[src/hw/rtl/fdsu_pkg.sv]
// ----------------------------------------------------------------------------
// fdsu_pkg: shared definitions for the Forth data-stack unit
// Word codes, error codes, operand counts and controller/datapath links.
// ----------------------------------------------------------------------------
`default_nettype none

package fdsu_pkg;

    localparam int DW              = 64;
    localparam int STACK_DEPTH_DEF = 64;
    localparam int MEM_DEPTH_DEF   = 256;
    localparam int CELL_BYTES      = 8;

    localparam logic [4:0] K_LIT   = 5'd0;
    localparam logic [4:0] K_ADD   = 5'd1;
    localparam logic [4:0] K_SUB   = 5'd2;
    localparam logic [4:0] K_MUL   = 5'd3;
    localparam logic [4:0] K_DIV   = 5'd4;
    localparam logic [4:0] K_DOT   = 5'd5;
    localparam logic [4:0] K_DUP   = 5'd6;
    localparam logic [4:0] K_DROP  = 5'd7;
    localparam logic [4:0] K_SWAP  = 5'd8;
    localparam logic [4:0] K_TUCK  = 5'd9;
    localparam logic [4:0] K_OVER  = 5'd10;
    localparam logic [4:0] K_ROT   = 5'd11;
    localparam logic [4:0] K_2DUP  = 5'd12;
    localparam logic [4:0] K_2DROP = 5'd13;
    localparam logic [4:0] K_STORE = 5'd14;
    localparam logic [4:0] K_FETCH = 5'd15;
    localparam logic [4:0] K_CELL  = 5'd16;

    localparam logic [2:0] ERR_OK      = 3'd0;
    localparam logic [2:0] ERR_UNDER   = 3'd1;
    localparam logic [2:0] ERR_OVER    = 3'd2;
    localparam logic [2:0] ERR_DIVZERO = 3'd3;
    localparam logic [2:0] ERR_ADDR    = 3'd4;

    typedef struct packed {
        logic       ready;
        logic       accept;
        logic       decode;
        logic       clr;
        logic       rd_en;
        logic [1:0] rd_k;
        logic       exec;
        logic       arith_start;
        logic       wb_en;
        logic [1:0] wb_slot;
        logic       commit;
        logic       trd;
        logic       tcap;
        logic       push;
    } t_cmd;

    typedef struct packed {
        logic clr_done;
        logic early;
        logic need_arith;
        logic arith_done;
        logic out_free;
    } t_sts;

    function automatic logic [1:0] need_of(input logic [4:0] k);
        logic [1:0] n;
        n = 2'd0;
        case (k) inside
            K_ADD, K_SUB, K_MUL, K_DIV, K_2DROP, K_STORE,
            K_SWAP, K_TUCK, K_OVER, K_2DUP: n = 2'd2;
            K_DOT, K_DROP, K_FETCH, K_DUP:  n = 2'd1;
            K_ROT:                          n = 2'd3;
            default:                        n = 2'd0;
        endcase
        return n;
    endfunction

    function automatic logic [1:0] grow_of(input logic [4:0] k);
        logic [1:0] g;
        g = 2'd0;
        case (k) inside
            K_LIT, K_CELL, K_DUP, K_TUCK, K_OVER: g = 2'd1;
            K_2DUP:                               g = 2'd2;
            default:                              g = 2'd0;
        endcase
        return g;
    endfunction

endpackage

`default_nettype wire

[src/hw/rtl/fdsu_ctrl.sv]
// ----------------------------------------------------------------------------
// fdsu_ctrl: sequencer for the Forth data-stack unit
// Walks each word through decode, operand reads, execute, write-back, commit,
// top-of-stack refresh and delivery; decode rejects skip to delivery.
// ----------------------------------------------------------------------------
`default_nettype none

module fdsu_ctrl
    import fdsu_pkg::*;
(
    input  wire logic i_clk,
    input  wire logic i_rst_n,
    input  wire logic i_valid,
    input  wire t_sts i_sts,
    output t_cmd      o_cmd
);

    typedef enum logic [14:0] {
        S_CLEAR  = 15'b000000000000001,
        S_IDLE   = 15'b000000000000010,
        S_DECODE = 15'b000000000000100,
        S_RD0    = 15'b000000000001000,
        S_RD1    = 15'b000000000010000,
        S_RD2    = 15'b000000000100000,
        S_EXEC   = 15'b000000001000000,
        S_ARITH  = 15'b000000010000000,
        S_WB0    = 15'b000000100000000,
        S_WB1    = 15'b000001000000000,
        S_WB2    = 15'b000010000000000,
        S_COMMIT = 15'b000100000000000,
        S_TRD    = 15'b001000000000000,
        S_TCAP   = 15'b010000000000000,
        S_DONE   = 15'b100000000000000
    } t_state;

    t_state r_state;
    t_state n_state;

    always_comb begin
        n_state = r_state;
        o_cmd   = '0;
        unique case (r_state)
            S_CLEAR: begin
                o_cmd.clr = 1'b1;
                if (i_sts.clr_done) n_state = S_IDLE;
            end
            S_IDLE: begin
                o_cmd.ready  = 1'b1;
                o_cmd.accept = i_valid;
                if (i_valid) n_state = S_DECODE;
            end
            S_DECODE: begin
                o_cmd.decode = 1'b1;
                n_state = i_sts.early ? S_DONE : S_RD0;
            end
            S_RD0: begin
                o_cmd.rd_en = 1'b1;
                o_cmd.rd_k  = 2'd0;
                n_state = S_RD1;
            end
            S_RD1: begin
                o_cmd.rd_en = 1'b1;
                o_cmd.rd_k  = 2'd1;
                n_state = S_RD2;
            end
            S_RD2: begin
                o_cmd.rd_en = 1'b1;
                o_cmd.rd_k  = 2'd2;
                n_state = S_EXEC;
            end
            S_EXEC: begin
                o_cmd.exec        = 1'b1;
                o_cmd.arith_start = i_sts.need_arith;
                n_state = i_sts.need_arith ? S_ARITH : S_WB0;
            end
            S_ARITH: begin
                if (i_sts.arith_done) n_state = S_WB0;
            end
            S_WB0: begin
                o_cmd.wb_en   = 1'b1;
                o_cmd.wb_slot = 2'd0;
                n_state = S_WB1;
            end
            S_WB1: begin
                o_cmd.wb_en   = 1'b1;
                o_cmd.wb_slot = 2'd1;
                n_state = S_WB2;
            end
            S_WB2: begin
                o_cmd.wb_en   = 1'b1;
                o_cmd.wb_slot = 2'd2;
                n_state = S_COMMIT;
            end
            S_COMMIT: begin
                o_cmd.commit = 1'b1;
                n_state = S_TRD;
            end
            S_TRD: begin
                o_cmd.trd = 1'b1;
                n_state = S_TCAP;
            end
            S_TCAP: begin
                o_cmd.tcap = 1'b1;
                n_state = S_DONE;
            end
            S_DONE: begin
                o_cmd.push = i_sts.out_free;
                if (i_sts.out_free) n_state = S_IDLE;
            end
            default: n_state = S_CLEAR;
        endcase
    end

    always_ff @(posedge i_clk) begin
        if (!i_rst_n) begin
            r_state <= S_CLEAR;
        end else begin
            r_state <= n_state;
        end
    end

endmodule

`default_nettype wire

[config.mk]
export PLATFORM = sky130hd
export DESIGN_NAME = fdsu_ctrl
export DESIGN_NICKNAME = d
export VERILOG_FILES = /design/src/hw/rtl/fdsu_pkg.sv /design/src/hw/rtl/fdsu_ctrl.sv
export SDC_FILE = /design/constraint.sdc
export NUM_CORES = 1
export LEC_CHECK = 0
export ABC_AREA = 1
export ABC_CLOCK_PERIOD_IN_PS = 1500
export BUFFER_PORTS_ARGS = -buffer_cell sky130_fd_sc_hd__buf_2
export CAP_MARGIN = 25
export CORE_MARGIN = 2
export CORE_UTILIZATION = 47
export DETAILED_ROUTE_END_ITERATION = 8
export PLACE_DENSITY = 0.73
export REMOVE_ABC_BUFFERS = 1
export SYNTH_ARGS = -nofsm -noshare
export SYNTH_HDL_FRONTEND = slang
export SYNTH_SLANG_ARGS = --single-unit
[constraint.sdc]
create_clock -name i_clk -period 1.5 [get_ports i_clk]
set_input_delay 0.075 -clock i_clk [delete_from_list [all_inputs] [get_ports i_clk]]
set_output_delay 0.075 -clock i_clk [all_outputs]
set_load 0.01 [all_outputs]
; Word-level counts from Yosys, hierarchy flattened
; Index checks and enable logic that the tools add are counted.
[word_totals]
reg_bits = 15
in_bits = 8
output_inout_bits = 16
elab_cells = 38
[op_classes]
n_eq_ne = 19
mux = 17
n_reduce_logical = 1
[op_table]
columns = operator, n
row1 = one-hot mux 15 bit (15 select lines), 1
row2 = two-way mux 15 bit, 5
row3 = one-hot mux 3 bit (3 select lines), 2
row4 = equality test 15 x 1 -> 1 bit (second input constant), 1
row5 = equality test 15 x 10 -> 1 bit (second input constant), 1
row6 = equality test 15 x 11 -> 1 bit (second input constant), 1
row7 = equality test 15 x 12 -> 1 bit (second input constant), 1
row8 = equality test 15 x 13 -> 1 bit (second input constant), 1
row9 = equality test 15 x 14 -> 1 bit (second input constant), 1
row10 = equality test 15 bit (second input constant), 1
row11 = equality test 15 x 2 -> 1 bit (second input constant), 1
row12 = equality test 15 x 3 -> 1 bit (second input constant), 1
row13 = equality test 15 x 4 -> 1 bit (second input constant), 1
row14 = equality test 15 x 5 -> 1 bit (second input constant), 1
row15 = equality test 15 x 6 -> 1 bit (second input constant), 1
row16 = equality test 15 x 7 -> 1 bit (second input constant), 1
row17 = equality test 15 x 8 -> 1 bit (second input constant), 1
row18 = equality test 15 x 9 -> 1 bit (second input constant), 1
row19 = two-way mux 9 bit, 1
row20 = inequality test 2 bit (second input constant), 4
row21 = two-way mux 1 bit, 6
row22 = two-way mux 2 bit, 2
row23 = AND reduction 4 bit, 1

; Depth between registers and ports, before layout
[logic_depth]
ltp_word = 3
mapped_depth = 11
mapped_depth_nobuf = 11

; Worst setup path after synthesis
; No wires, ideal clock.
[synth_timing]
path_kind = register -> register
start = register r_state[7]
end = register r_state[11]
setup_ns = 0.126
t_arrival_ns = 1.280
required_time_ns = 1.374
slack_ns = 0.095
path_stages_with_launch = 10
n_path_buf = 0
period_less_slack_ns = 1.405
cell_sequence = dfxtp_1 nor2_2 nand2_4 nor2_1 nand2_1 nand2_1 nor2_2 nand3_2 o21ai_4 nor2_2
[synth_between]
elab_chain_len = 3
elab_cells_between_ends = 21
classes_between = eq/ne: 19 / mux: 1 / reduce/logical: 1
[synth_lines]
columns = element, line
row1 = from (decl), fdsu_ctrl.sv:36  ; t_state r_state;
row2 = from (signal assigned), fdsu_ctrl.sv:118  ; r_state <= n_state;
row3 = "equality test 15 x 1 -> 1 bit, or another cell as far along", fdsu_ctrl.sv:42  ; unique case (r_state)
row4 = inequality test 2 bit (no line), --
row5 = AND reduction 4 bit (no line), --
; Parallel ways exist; a longest one is shown, timed or not.
; A chain may end at the register's enable or synchronous reset.

==> results.ini <==
[yosys]
yosysWarnings=0
yosys-top-cells-area=dfxtp_1, nor2_2, inv_1
synthAdderAreaFrac_pct=0
synth_xor_xnor_area_share_pct=0
synth_top_area_cell=dfxtp_1
synth_enable_flop_cells=0
synthArstFlopShare_pct=0
synth_most_common_cell=inv_1
avgSynthCellArea_sq_um=6.61
synth_compound_area_share_pct=3.58
yosysUniqueCellTypes=22
syn_area_sq_um=1080
synthTopCellsByCount=inv_1, nand2_1, nor2_1, nor2_2, dfxtp_1
synth_top_area_share_pct=27.7
synth_seq_cells=15
synth_top_family_by_area=simple AND/OR/NAND/NOR gates
synthFlopType=dfxtp_1
ys_seq_area_share_pct=27.7
muxShareOfSynthArea_pct=0
synth_cells=164
synthSimpleGateAreaFrac_pct=55.6

[timing]
fin_crit_ns=1.68
rsz0062_at_grt=yes
setup_ws_ns=-0.181
max_freq_mhz=595
hold_slack_ns=0.0882
period_share_pct=112
final_hold_viol_count=0
fin_worst_skew_ns=0.0188
slew_headroom_pct=72.1
tightest_slew_ns=0.415
fin_tns_setup_ns=-2.56
setup_viol=28
slew_violations=0

[clocking]
insertion_delay_ns=0.30
cts_buffer_depth=2
cts_buffers=3
cts_tree=yes
clock_sinks=15
clk_pin_slew_worst_paths_ns=0.11
htree_levels=1
root_buffer=clkbuf_4

[pwr]
leakage_nw=0.956
power_mw=1.64
power.density_cell_area_nw_per_um2=906
ir_drop_v=0.000704

[detailed_routing]
drt-initial-drc-count=34
vias_per_cell=4.98
routedWlPerCell_microns=13.6
drt-total-wl_microns=3500
drc_errors=0
antenna_left=0
vias=1286
drt_pre_antenna_iters=5

[finish]
fill_cells=146
fin_nets=239
max_flop_register=r_state
reg_top3=r_state (15)
syn2layout_area_growth_pct=67.4
layout-drive-gt1-share_pct=64.3
diodes=0
largest_reg_flops=15

[critical_path]
r2r-start=r_state[4]
ff2ff_setup_slack_ns=-0.14
crit_type=reg2out
worst_path_max_delay_cell=dfxtp_2
cpMostUsedCell=nor2_4
path_max_fanout=7
worst_setup_path_end_kind=output pin
crit_chain=nor2_4, nand2_4, nor2_8, nand2_4, nor2_4, nor2_4, inv_1, buf_2
crit_path_start_kind=register
worst_ep_arrival_time_ns=1.61
reg2reg_to=r_state[9]
slowest_delay_ns=0.35
r2r_cells=11
required_ns=1.42

[die]
rows=17
start_util_pct=49.5
die_y_microns=52.0
dieArea_sq_um=2710
core_sq_um=2190
ios=24
die_w_microns=52.0

[global_route]
grt_max_degree=9
grt_pass1_vias=1225
grt_usage_pct=24.7
antenna_found_initial=0
grt_pass1_wl_microns=4950
overflow=0

[place]
io_buffers=23
dpl.hpwl_microns=2050
place_congestion=0.877

[min_path]
hp-start=i_rst_n
worstHoldPathCells=3
hold_end=r_state[2]
hold_class=in2reg

[run_status]
status=finished, violations left
violations=setup timing

[flow_run]
maxCapViolCount=0

where the power goes:
part | total [mW] | switching [mW] | internal [mW]
clock network | 0.246 | 0.143 | 0.103
logic | 0.926 | 0.528 | 0.398
registers | 0.472 | 0.0333 | 0.439
total | 1.64 | 0.704 | 0.940
what timing repair did:
item,4_1_cts,5_1_grt
gates resized for setup,50,27
hold buffers,1,0
gates cloned,1,0
hold endpoints to repair,1,0
setup endpoints to repair,27,29
pin swaps,18,11
setup buffers,11,7
kinds of logic (layout without fill, tap and decap cells):
kind of cell | after synthesis | after routing
AO/OA/AOI/OAI | 5 | 5
buffers and inverters | 38 | 103
flip-flops | 15 | 15
AND/OR/NAND/NOR | 106 | 107
worst max-delay path by stage:
stage / from / end / slack, ns / cells after the start
2_1_floorplan: r_state[7] / r_state[11] / 0.09 / 9
3_3_place_gp: r_state[10] / r_state[4] / -0.05 / 9
3_5_place_dp: r_state[0] / r_state[5] / -0.07 / 9
4_1_cts: r_state[5] / o_cmd[1] / -0.10 / 7
5_1_grt: r_state[4] / o_cmd[6] / -0.26 / 8
6_report: r_state[4] / o_cmd[6] / -0.18 / 8
placed cells by master (no fill, tap or decap), drive strengths merged:
cell	netlist	layout
nand4	4	4
nor3	4	4
o21ai	3	3
nor2	48	49
and3	1	1
dfxtp	15	15
nand3b	1	1
nand2	34	34
a21oi	1	1
clkinvlp	0	1
nand3	13	13
clkbuf	0	4
dlygate4sd3	0	1
o31ai	1	1
buf	0	60
inv	38	37
and2	1	1
worst max-delay path, delay by kind of cell, from the launching register on:
| family | cells | cell delay, ns |
|---|---|---|
| AND/OR/NAND/NOR | 6 | 0.75 |
| flip-flops | 1 | 0.35 |
| buffers and inverters | 2 | 0.21 |
routing by layer:
layer  routed length [microns]  vias up  part of all wire (%)  GRT usage (%)
li1                          -      632                     -              -
met1                      1370      593                    39           28.5
met2                      1870       48                    53           46.6
met3                       175       13                   5.0           3.45
met4                        90        0                   2.6           6.58
met5                         0        -                     0              0
layout make-up:
type / count / area (sq um) / area share (%)
Tap cell: 28 / 35.0 / 1.93
Clock buffer: 4 / 26.3 / 1.45
Inverter: 38 / 151 / 8.34
Sequential cell: 15 / 319 / 17.6
Multi-Input combinational cell: 112 / 778 / 42.9
Timing Repair Buffer: 61 / 505 / 27.8
per-stage QoR:
stage	instances	area (sq um)	utilization, %	worst slack (ns)
finish	258	1820	82.9	-0.181
floorplan	164	1080	-	0.0946
CTS	251	1660	75.8	-0.103
global route	258	1820	82.9	-0.260
detailed placement	234	1380	62.9	-0.0689
global placement	234	1380	62.9	-0.0486
No activity file was read; power rests on OpenSTA's default activity.
